### src/design/ddamr_pkg.sv
// shared types and constants for the differential drive mixer with ramp
package ddamr_pkg;

    localparam int LVL_W     = 11;
    localparam int US_W      = 11;
    localparam int DUTY_W    = 13;
    localparam int TIME_W    = 32;
    localparam int CNT_W     = 32;
    localparam int CFG_IDX_W = 3;
    localparam int CFG_W     = 32;
    localparam int IN_DATA_W  = 64;
    localparam int OUT_DATA_W = 104;
    localparam int OP_W      = 2;

    // quotient bits of the mixer divider and its step counter width
    localparam int DIV_STEPS = 10;
    localparam int DIV_CNT_W = 4;

    localparam logic [OP_W-1:0] OP_CMD  = 2'd0;
    localparam logic [OP_W-1:0] OP_TMO  = 2'd1;
    localparam logic [OP_W-1:0] OP_RAMP = 2'd2;

    localparam logic [CFG_IDX_W-1:0] CFG_LIMIT   = 3'd0;
    localparam logic [CFG_IDX_W-1:0] CFG_STARTUP = 3'd1;
    localparam logic [CFG_IDX_W-1:0] CFG_TIMEOUT = 3'd2;
    localparam logic [CFG_IDX_W-1:0] CFG_PAUSE   = 3'd3;
    localparam logic [CFG_IDX_W-1:0] CFG_STEP    = 3'd4;
    localparam logic [CFG_IDX_W-1:0] CFG_START   = 3'd5;

    // commands from the sequencer to the datapath
    typedef struct packed {
        logic load_in;
        logic do_tmo;
        logic do_op;
        logic do_mul;
        logic div_step;
        logic do_tgt;
        logic do_pulse;
        logic do_out;
    } t_dp_cmd;

    // status from the datapath to the sequencer
    typedef struct packed {
        logic is_cmd;
        logic need_mix;
        logic out_free;
    } t_dp_sts;

endpackage

### src/design/diff_drive_arm_mix_ramp.sv
// top level of the differential drive mixer with arming gate and slew limit
// Takes one transaction per item: tuser carries the opcode (command event,
// timeout check, or timeout check then ramp tick) and tdata the timestamp,
// sticks and flags. Every input transaction yields one output transaction with
// both ramped levels, ESC pulse widths, 13-bit duty counts at 50 Hz, the armed
// flag and the command count. Timestamps wrap modulo 2^32. Items are handled
// one at a time: a timeout check or ramp tick passes the timeout, operation,
// pulse and output states, a command event also the multiply state, and a
// command that retargets the motors also the ten-step restoring divider that
// scales both mixed targets by limit / max(1000, peak); the output state waits
// while a previous result is unread. The result sits in an output register,
// so the next item is taken while it waits. Configuration writes are taken at
// any edge with i_cfg_we high and must only come while the block is idle.
module diff_drive_arm_mix_ramp (
    input  logic        i_clk,
    input  logic        i_rst_n,
    input  logic        s_axis_tvalid,
    output logic        s_axis_tready,
    // now_ms[31:0], throttle[42:32], steering[53:43], enable_request[54],
    // stop_request[55], pwm_ok[56], zero fill
    input  logic [63:0] s_axis_tdata,
    // opcode[1:0]
    input  logic [1:0]  s_axis_tuser,
    output logic        m_axis_tvalid,
    input  logic        m_axis_tready,
    // left_level[10:0], right_level[21:11], left_pulse_us[32:22],
    // right_pulse_us[43:33], left_duty[56:44], right_duty[69:57],
    // armed[70], commands_seen[102:71], zero fill
    output logic [103:0] m_axis_tdata,
    input  logic        i_cfg_we,
    input  logic [2:0]  i_cfg_idx,
    input  logic [31:0] i_cfg_data
);
    import ddamr_pkg::*;

    t_dp_cmd w_cmd;
    t_dp_sts w_sts;

    // sequencer: walks each transaction through its steps
    ddamr_ctrl u_ctrl (
        .i_clk      (i_clk),
        .i_rst_n    (i_rst_n),
        .i_in_valid (s_axis_tvalid),
        .i_sts      (w_sts),
        .o_cmd      (w_cmd),
        .o_in_ready (s_axis_tready)
    );

    // datapath: state, mixing divider, ramps and output register
    ddamr_dp u_dp (
        .i_clk       (i_clk),
        .i_rst_n     (i_rst_n),
        .i_cmd       (w_cmd),
        .o_sts       (w_sts),
        .i_op        (s_axis_tuser),
        .i_data      (s_axis_tdata),
        .i_cfg_we    (i_cfg_we),
        .i_cfg_idx   (i_cfg_idx),
        .i_cfg_data  (i_cfg_data),
        .i_out_ready (m_axis_tready),
        .o_out_valid (m_axis_tvalid),
        .o_out_data  (m_axis_tdata)
    );

endmodule

### src/design/ddamr_ctrl.sv
// sequencer for one transaction: timeout, operation, mix divide, pulse, output
module ddamr_ctrl (
    input  logic              i_clk,
    input  logic              i_rst_n,
    input  logic              i_in_valid,
    input  ddamr_pkg::t_dp_sts i_sts,
    output ddamr_pkg::t_dp_cmd o_cmd,
    output logic              o_in_ready
);
    import ddamr_pkg::*;

    typedef enum logic [2:0] {
        S_IDLE, S_TMO, S_OP, S_MUL, S_DIV, S_TGT, S_PULSE, S_OUT
    } t_state;

    t_state               r_state, n_state;
    logic [DIV_CNT_W-1:0] r_cnt, n_cnt;

    always_comb begin
        n_state = r_state;
        n_cnt   = r_cnt;
        o_cmd   = '0;
        unique case (r_state)
            S_IDLE: begin
                o_cmd.load_in = i_in_valid;
                if (i_in_valid) n_state = S_TMO;
            end
            S_TMO: begin
                o_cmd.do_tmo = 1'b1;
                n_state = S_OP;
            end
            S_OP: begin
                o_cmd.do_op = 1'b1;
                n_state = i_sts.is_cmd ? S_MUL : S_PULSE;
            end
            S_MUL: begin
                o_cmd.do_mul = 1'b1;
                n_cnt = '0;
                n_state = i_sts.need_mix ? S_DIV : S_PULSE;
            end
            S_DIV: begin
                o_cmd.div_step = 1'b1;
                n_cnt = r_cnt + 1'b1;
                if (r_cnt == DIV_CNT_W'(DIV_STEPS - 1)) n_state = S_TGT;
            end
            S_TGT: begin
                o_cmd.do_tgt = 1'b1;
                n_state = S_PULSE;
            end
            S_PULSE: begin
                o_cmd.do_pulse = 1'b1;
                n_state = S_OUT;
            end
            S_OUT: begin
                o_cmd.do_out = i_sts.out_free;
                if (i_sts.out_free) n_state = S_IDLE;
            end
            default: n_state = S_IDLE;
        endcase
    end

    always_ff @(posedge i_clk) begin
        if (!i_rst_n) begin
            r_state <= S_IDLE;
            r_cnt   <= '0;
        end else begin
            r_state <= n_state;
            r_cnt   <= n_cnt;
        end
    end

    assign o_in_ready = (r_state == S_IDLE);

endmodule

### src/design/ddamr_dp.sv
// datapath: config registers, arming state, mixer divider, ramps, output register
module ddamr_dp (
    input  logic                                i_clk,
    input  logic                                i_rst_n,
    input  ddamr_pkg::t_dp_cmd                  i_cmd,
    output ddamr_pkg::t_dp_sts                  o_sts,
    input  logic [ddamr_pkg::OP_W-1:0]          i_op,
    input  logic [ddamr_pkg::IN_DATA_W-1:0]     i_data,
    input  logic                                i_cfg_we,
    input  logic [ddamr_pkg::CFG_IDX_W-1:0]     i_cfg_idx,
    input  logic [ddamr_pkg::CFG_W-1:0]         i_cfg_data,
    input  logic                                i_out_ready,
    output logic                                o_out_valid,
    output logic [ddamr_pkg::OUT_DATA_W-1:0]    o_out_data
);
    import ddamr_pkg::*;

    localparam logic signed [LVL_W-1:0] LVL_MAX = 11'sd1000;
    localparam logic [US_W-1:0]         US_MID  = 11'd1500;
    localparam logic [25:0]             DUTY_K  = 26'd54975582;
    localparam logic [36:0]             DUTY_HALF = 37'd8388608;

    function automatic logic signed [LVL_W-1:0] clamp_stick(input logic signed [LVL_W-1:0] v);
        if (v > LVL_MAX)       return LVL_MAX;
        else if (v < -LVL_MAX) return -LVL_MAX;
        else                   return v;
    endfunction

    function automatic logic signed [1:0] sgn(input logic signed [12:0] v);
        if (v > 13'sd0)      return 2'sd1;
        else if (v < 13'sd0) return -2'sd1;
        else                 return 2'sd0;
    endfunction

    // configuration
    logic [9:0]  r_cfg_limit, r_cfg_step;
    logic [15:0] r_cfg_startup, r_cfg_timeout, r_cfg_pause;
    logic [31:0] r_cfg_start;

    // latched transaction
    logic [OP_W-1:0]         r_op;
    logic [TIME_W-1:0]       r_now;
    logic signed [LVL_W-1:0] r_thr, r_str;
    logic                    r_en, r_stop, r_rdy;

    // block state
    logic r_armed, n_armed, r_rc, n_rc, r_seen, n_seen, r_need_mix, n_need_mix;
    logic [TIME_W-1:0]       r_last, n_last;
    logic [CNT_W-1:0]        r_ccnt, n_ccnt;
    logic signed [LVL_W-1:0] r_tgt [2], n_tgt [2];
    logic signed [LVL_W-1:0] r_lvl [2], n_lvl [2];
    logic signed [1:0]       r_dir [2], n_dir [2];
    logic [TIME_W-1:0]       r_ns  [2], n_ns  [2];

    // mixer operands and divider
    logic [10:0] r_al, r_ar, r_peak;
    logic        r_sl, r_sr;
    logic [10:0] r_rem [2];
    logic [9:0]  r_dvd [2];

    // pulse stage
    logic [US_W-1:0] r_us [2];
    logic [36:0]     r_dprod [2];

    // output register
    logic                  r_ovalid;
    logic [OUT_DATA_W-1:0] r_odata;

    logic signed [LVL_W-1:0] c_tc, c_sc;
    logic signed [11:0]      c_l, c_r;
    logic [10:0]             c_al, c_ar, c_pk;
    logic [9:0]              c_lim;
    logic                    c_centered;

    assign c_tc = clamp_stick(r_thr);
    assign c_sc = clamp_stick(r_str);
    assign c_l  = 12'(c_tc) + 12'(c_sc);
    assign c_r  = 12'(c_tc) - 12'(c_sc);
    assign c_al = c_l[11] ? 11'(-c_l) : 11'(c_l);
    assign c_ar = c_r[11] ? 11'(-c_r) : 11'(c_r);
    assign c_pk = (c_al > c_ar) ? c_al : c_ar;
    assign c_lim = (r_cfg_limit > 10'd1000) ? 10'd1000 : r_cfg_limit;
    assign c_centered = (r_thr == '0) && (r_str == '0);

    always_comb begin
        logic               halt;
        logic signed [12:0] tgt, val, nv, stp;
        logic signed [1:0]  dir;
        n_armed = r_armed;
        n_rc    = r_rc;
        n_seen  = r_seen;
        n_last  = r_last;
        n_ccnt  = r_ccnt;
        n_need_mix = r_need_mix;
        n_tgt = r_tgt;
        n_lvl = r_lvl;
        n_dir = r_dir;
        n_ns  = r_ns;
        halt = 1'b0;
        tgt  = '0;
        val  = '0;
        nv   = '0;
        dir  = '0;
        stp = $signed({3'b000, r_cfg_step});

        if (i_cmd.do_tmo && (r_op == OP_CMD || r_op == OP_TMO || r_op == OP_RAMP)) begin
            halt = r_seen && ((r_now - r_last) > {16'h0, r_cfg_timeout});
        end
        if (i_cmd.do_op && r_op == OP_CMD) begin
            n_last = r_now;
            n_seen = 1'b1;
            n_ccnt = r_ccnt + 1'b1;
            n_need_mix = 1'b0;
            if (!r_rdy || r_stop || ((r_now - r_cfg_start) < {16'h0, r_cfg_startup})) begin
                halt = 1'b1;
            end else if (!r_en) begin
                halt = 1'b1;
            end else if (!r_armed) begin
                if (!r_rc || !c_centered) begin
                    n_rc = 1'b0;
                end else begin
                    n_armed = 1'b1;
                    n_rc = 1'b0;
                    n_need_mix = 1'b1;
                end
            end else begin
                n_need_mix = 1'b1;
            end
        end
        if (halt) begin
            n_armed = 1'b0;
            n_rc    = 1'b0;
            for (int i = 0; i < 2; i++) begin
                n_tgt[i] = '0;
                if (r_lvl[i] != '0) begin
                    n_ns[i]  = r_now;
                    n_lvl[i] = '0;
                end
            end
        end
        // enable released: remember whether both sticks were centered
        if (i_cmd.do_op && r_op == OP_CMD && r_rdy && !r_stop && !r_en &&
            !((r_now - r_cfg_start) < {16'h0, r_cfg_startup})) begin
            n_rc = c_centered;
        end

        if (i_cmd.do_op && r_op == OP_RAMP) begin
            for (int i = 0; i < 2; i++) begin
                tgt = 13'(r_tgt[i]);
                val = 13'(r_lvl[i]);
                dir = sgn(tgt);
                // hold neutral before a direction reversal
                if (dir != 2'sd0 && r_dir[i] != 2'sd0 && dir != r_dir[i] &&
                    (r_lvl[i] != '0 || ((r_now - r_ns[i]) < {16'h0, r_cfg_pause}))) begin
                    tgt = '0;
                end
                if (val < tgt) begin
                    nv = val + stp;
                    if (nv > tgt) nv = tgt;
                end else if (val > tgt) begin
                    nv = val - stp;
                    if (nv < tgt) nv = tgt;
                end else begin
                    nv = val;
                end
                n_lvl[i] = nv[LVL_W-1:0];
                if (nv != '0) n_dir[i] = sgn(nv);
                else if (r_lvl[i] != '0) n_ns[i] = r_now;
            end
        end

        if (i_cmd.do_tgt) begin
            n_tgt[0] = r_sl ? -$signed({1'b0, r_dvd[0]}) : $signed({1'b0, r_dvd[0]});
            n_tgt[1] = r_sr ? -$signed({1'b0, r_dvd[1]}) : $signed({1'b0, r_dvd[1]});
        end
    end

    always_ff @(posedge i_clk) begin
        if (!i_rst_n) begin
            r_cfg_limit   <= 10'd250;
            r_cfg_startup <= 16'd3000;
            r_cfg_timeout <= 16'd400;
            r_cfg_pause   <= 16'd300;
            r_cfg_step    <= 10'd10;
            r_cfg_start   <= '0;
            r_armed <= 1'b0;
            r_rc    <= 1'b0;
            r_seen  <= 1'b0;
            r_last  <= '0;
            r_ccnt  <= '0;
            r_need_mix <= 1'b0;
            r_ovalid <= 1'b0;
            for (int i = 0; i < 2; i++) begin
                r_tgt[i] <= '0;
                r_lvl[i] <= '0;
                r_dir[i] <= '0;
                r_ns[i]  <= '0;
            end
        end else begin
            if (i_cfg_we) begin
                unique case (i_cfg_idx)
                    CFG_LIMIT:   r_cfg_limit   <= i_cfg_data[9:0];
                    CFG_STARTUP: r_cfg_startup <= i_cfg_data[15:0];
                    CFG_TIMEOUT: r_cfg_timeout <= i_cfg_data[15:0];
                    CFG_PAUSE:   r_cfg_pause   <= i_cfg_data[15:0];
                    CFG_STEP:    r_cfg_step    <= i_cfg_data[9:0];
                    CFG_START:   r_cfg_start   <= i_cfg_data;
                    default: ;
                endcase
            end
            r_armed <= n_armed;
            r_rc    <= n_rc;
            r_seen  <= n_seen;
            r_last  <= n_last;
            r_ccnt  <= n_ccnt;
            r_need_mix <= n_need_mix;
            r_tgt <= n_tgt;
            r_lvl <= n_lvl;
            r_dir <= n_dir;
            r_ns  <= n_ns;
            if (i_cmd.do_out)   r_ovalid <= 1'b1;
            else if (i_out_ready) r_ovalid <= 1'b0;
        end
    end

    // payload registers
    always_ff @(posedge i_clk) begin
        logic [20:0] prod;
        logic [11:0] sh;
        logic [US_W-1:0] us;
        logic signed [LVL_W-1:0] half;
        if (i_cmd.load_in) begin
            r_op   <= i_op;
            r_now  <= i_data[31:0];
            r_thr  <= i_data[42:32];
            r_str  <= i_data[53:43];
            r_en   <= i_data[54];
            r_stop <= i_data[55];
            r_rdy  <= i_data[56];
        end
        if (i_cmd.do_op) begin
            r_al   <= c_al;
            r_ar   <= c_ar;
            r_sl   <= c_l[11];
            r_sr   <= c_r[11];
            r_peak <= (c_pk < 11'd1000) ? 11'd1000 : c_pk;
        end
        if (i_cmd.do_mul) begin
            prod = 21'(r_al * c_lim);
            r_rem[0] <= prod[20:10];
            r_dvd[0] <= prod[9:0];
            prod = 21'(r_ar * c_lim);
            r_rem[1] <= prod[20:10];
            r_dvd[1] <= prod[9:0];
        end
        if (i_cmd.div_step) begin
            for (int i = 0; i < 2; i++) begin
                sh = {r_rem[i], r_dvd[i][9]};
                if (sh >= {1'b0, r_peak}) begin
                    r_rem[i] <= 11'(sh - {1'b0, r_peak});
                    r_dvd[i] <= {r_dvd[i][8:0], 1'b1};
                end else begin
                    r_rem[i] <= sh[10:0];
                    r_dvd[i] <= {r_dvd[i][8:0], 1'b0};
                end
            end
        end
        if (i_cmd.do_pulse) begin
            for (int i = 0; i < 2; i++) begin
                // level / 2 truncated toward zero
                half = (r_lvl[i] + $signed(LVL_W'(r_lvl[i] < 0))) >>> 1;
                us = r_rdy ? US_W'($signed({1'b0, US_MID}) + 12'(half)) : '0;
                r_us[i]    <= us;
                r_dprod[i] <= 37'(us * DUTY_K) + DUTY_HALF;
            end
        end
        if (i_cmd.do_out) begin
            r_odata <= {1'b0, r_ccnt, r_armed, r_dprod[1][36:24], r_dprod[0][36:24],
                        r_us[1], r_us[0], r_lvl[1], r_lvl[0]};
        end
    end

    assign o_sts.is_cmd   = (r_op == OP_CMD);
    assign o_sts.need_mix = r_need_mix;
    assign o_sts.out_free = !r_ovalid || i_out_ready;
    assign o_out_valid = r_ovalid;
    assign o_out_data  = r_odata;

`ifndef SYNTH
    a_lvl_range: assert property (@(posedge i_clk) disable iff (!i_rst_n)
        r_lvl[0] <= LVL_MAX && r_lvl[0] >= -LVL_MAX &&
        r_lvl[1] <= LVL_MAX && r_lvl[1] >= -LVL_MAX)
        else $error("motor level out of range");
    a_tgt_range: assert property (@(posedge i_clk) disable iff (!i_rst_n)
        r_tgt[0] <= LVL_MAX && r_tgt[0] >= -LVL_MAX &&
        r_tgt[1] <= LVL_MAX && r_tgt[1] >= -LVL_MAX)
        else $error("target out of range");
    a_tgt_only_armed: assert property (@(posedge i_clk) disable iff (!i_rst_n)
        i_cmd.do_tgt |=> r_armed)
        else $error("targets set while disarmed");
    a_rem_below_peak: assert property (@(posedge i_clk) disable iff (!i_rst_n)
        i_cmd.div_step |=> (r_rem[0] < r_peak && r_rem[1] < r_peak))
        else $error("divider remainder not reduced");
`endif

endmodule

### config.mk
export PLATFORM = sky130hd
export DESIGN_NAME = diff_drive_arm_mix_ramp
export DESIGN_NICKNAME = d
export VERILOG_FILES = /design/src/design/ddamr_pkg.sv /design/src/design/diff_drive_arm_mix_ramp.sv /design/src/design/ddamr_ctrl.sv /design/src/design/ddamr_dp.sv
export SDC_FILE = /design/constraint.sdc
export NUM_CORES = 2
export LEC_CHECK = 0
export BUFFER_PORTS_ARGS = -buffer_cell sky130_fd_sc_hd__buf_4
export CORE_MARGIN = 1
export CORE_UTILIZATION = 40
export DETAILED_ROUTE_END_ITERATION = 10
export PLACE_DENSITY = 0.68
export SYNTH_ARGS = -nofsm -noshare
export SYNTH_HDL_FRONTEND = slang
export SYNTH_SLANG_ARGS = --single-unit
### constraint.sdc
create_clock -name i_clk -period 8.7 [get_ports i_clk]
set_clock_uncertainty 0.1 [all_clocks]
set_input_delay 0.435 -clock i_clk [delete_from_list [all_inputs] [get_ports i_clk]]
set_output_delay 0.435 -clock i_clk [all_outputs]
set_load 0.02 [all_outputs]
==> impl_results.md <==
* Status: completed
* Worst Hold Class: in2reg
* Top FF cell, synth: dfxtp_1
* GRT Total Usage at 22.7%
* Netlist Area Pre-Place at around 0.055 sq mm
* Detailed Routing Iterations Pass 1 at 6
* Clk sinks at 574
* WL per Instance at roughly 19 microns
* Placed inst area at just under 0.06 sq mm
* HPWL after detailed placement at approximately 130,000 microns
* Clk root buf: clkbuf_16
* Final hold violations at 0
* Die Area at between 0.1 and 0.15 sq mm
* Layout cell share with drive strength beyond 1 at approximately a tenth
* Routability Congestion at between 0.9 and 1
* I/O pin total at about 210
* Final instance area at around 0.064 sq mm
* IO Port Bufs at about 200
* Slew @ Worst Pin at 1.22 ns
* Vias in the first global route at approximately 46,000
* Site Rows at ~140
* Period utilization at a little over nine tenths
* Synth top area cells: ha_1 16%, edfxtp_1 16%, fa_1 12%
* H-tree Lvls at 3
* Antenna violations before repair at 0
* Number of warning messages in the yosys log at 0
* Crit Path Class: reg2reg
* Routed wire length at about 160,000 microns
* TritonCTS clock tree: done
* Final Util at between 40% and 50%
* Most common cell in the netlist: nand2_1
* Worst-Skew Late Latency at approximately 0.7 ns
* Synth-to-layout area growth at 15.8%
* Post-DR vias/cell at 5.51
* CP dominant cell by count: buf_4
* CTS buffer count at 73
* Non-filler cells, final at 8,544
* Die Span Y at roughly 370 microns
* Final setup vio count at 0
* Slowest stage delay, CP at around 0.55 ns
* Register area share after synthesis at a little over a quarter
* Met2 Use GR at 37.6%
* Met3 usage in global routing at approximately 3.6%
* Overflow after GRT at 0
* Total number of vias at around 47,000
* Critical path endpoint category: flop
* Max Slew Vio Count at 0
* Post-synth EDFFs at 285
* Syn Nets at roughly 7,400
* Die Width at 372 microns
* GR peak layer: met2
* Ant. Diodes at 0
* Largest net degree at the start of global routing at about 80
* Final min period at 8.34 ns
* Synth area leader: ha_1
* Final #Nets at a little under 8,000
* FF+latch count, synth at between 500 and 600
* Max Freq at 120 MHz
* Worst path bufs/invs at 7
* Mapped Cells at 6,314
* Yosys top cell area share at 15.8%
* Syn_area_per_cell at ~8.7 sq um
* Synth cell types at a little under 90
* CP delay by family, top: compound AO/OA/AOI/OAI gates
* Slowest CP cell: or4_1
* First-pass GRT wire length at 251,000 microns
* Startpoint types: flop
* CP Data Arrival Time at about 8.8 ns
* Post-synth ARST share at 0%
* CP Max Fanout at 16
* Clk slew on worst S/H paths at 0.06 ns
* Initial Utilization at about two fifths
* Most frequent cells after synthesis: 832 x nand2_1, 795 x inv_1, 692 x ha_1, 414 x a21oi_1, 357 x nor2_1
* DP Cell Count at approximately 8,300
* DRC viols at 0
* Slew HR at between 10% and 20%
* Met1 Use GR at a little under a third
* Final antenna-violating net count at 0
* CTS max path bufs at 3
* Req. time, crit path at between 9 and 10 ns
* DR iter-0 viols at about 3,400
* Core area at ~0.14 sq mm
* MaxCap Viol Count at 0
## cell families after synthesis
group | after synthesis | share of synthesized area (%)
fa+ha+maj | 1018 | 27.7
compound gates | 1379 | 16.4
buf+inv | 1036 | 7.18
xor+xnor | 314 | 5.01
other cells | 1 | 0.00683
simple gates | 1918 | 16.2
mux | 74 | 1.37
flops | 574 | 26.1
## sequential cells by signal, summed over array words and instances (netlist names), 26 cells and up
name / count
u_dp.r_ns: 64
u_dp.o_out_data: 55
m_axis_tdata: 48
u_dp.r_ccnt: 32
u_dp.r_cfg_start: 32
u_dp.r_last: 32
u_dp.r_now: 32
u_dp.r_dprod: 26
## layer usage
| layer | share of wire, % | vias to the layer above |
|---|---|---|
| met3 | 6.6 | 275 |
| met5 | 0 | - |
| met4 | 3.1 | 0 |
| li1 | - | 22619 |
| met1 | 44 | 22764 |
| met2 | 46 | 1418 |
## area by class of cell
cell class,instances,area [sq um]
clock buffers,97,2020
clock inverters,38,407
fillers,12948,72200
inverters,796,2990
multi-input cells,4705,37100
flip-flops and latches,574,14300
well taps,1781,2230
repair buffers,553,4510
## placed cells by master, fill, tap and decap left out, types with 91 or more instances in the layout
| master | Yosys | final |
|---|---|---|
| dfxtp_1 | 289 | 289 |
| nor2_1 | 357 | 348 |
| xor2_1 | 134 | 131 |
| fa_1 | 326 | 323 |
| a21oi_1 | 414 | 404 |
| xnor2_1 | 180 | 179 |
| edfxtp_1 | 285 | 285 |
| dlygate4sd3_1 | 0 | 91 |
| buf_4 | 2 | 452 |
| nand2_1 | 832 | 829 |
| nand3_1 | 144 | 142 |
| a21o_1 | 115 | 114 |
| ha_1 | 692 | 687 |
| o21ai_0 | 255 | 244 |
| inv_1 | 795 | 793 |
## final timing paths
| kind | start | end | slack (ns) | cells after the start |
|---|---|---|---|---|
| worst max register to register | u_dp.r_now[6] | u_dp.r_ns[35] | 0.36 | 38 |
| worst max-delay path | u_dp.r_now[6] | u_dp.r_ns[35] | 0.36 | 38 |
| worst min-delay path | s_axis_tvalid | u_ctrl.r_state[2] | 0.1 | 3 |
| worst min register to register | u_dp.r_dprod[0][63] | m_axis_tdata[59] | 0.31 | 0 |
## through the flow
step | TNS, ns | worst slack, ns | hold slack, ns
final | 0 | 0.357 | 0.0974
after global placement | -6.50 | -0.191 | 0.301
after CTS | 0 | 0.000671 | 0.0337
after detailed placement | -13.20 | -0.350 | 0.305
after floorplan | 0 | 0.0110 | 0.300
after global routing | -0.203 | -0.0248 | 0.0768
## what timing repair did
item,CTS,global route
buffers inserted,0,17
endpoints found under the hold margin,157,0
hold buffers,91,0
pin swaps,1,35
cloned,0,4
gates resized for setup,7,98
endpoints found under the setup margin,67,81
## worst reg2reg max path: cells and delay by family, from the launching register on
family	cells	cell delay (ns)
flops	1	0.52
simple gates	9	1.99
xor+xnor	1	0.14
fa+ha+maj	3	0.77
compound gates	18	3.55
buf+inv	7	1.12
Power is not shown: default switching activity piles up to over one toggle a cycle in this logic, so the estimate is an artifact.
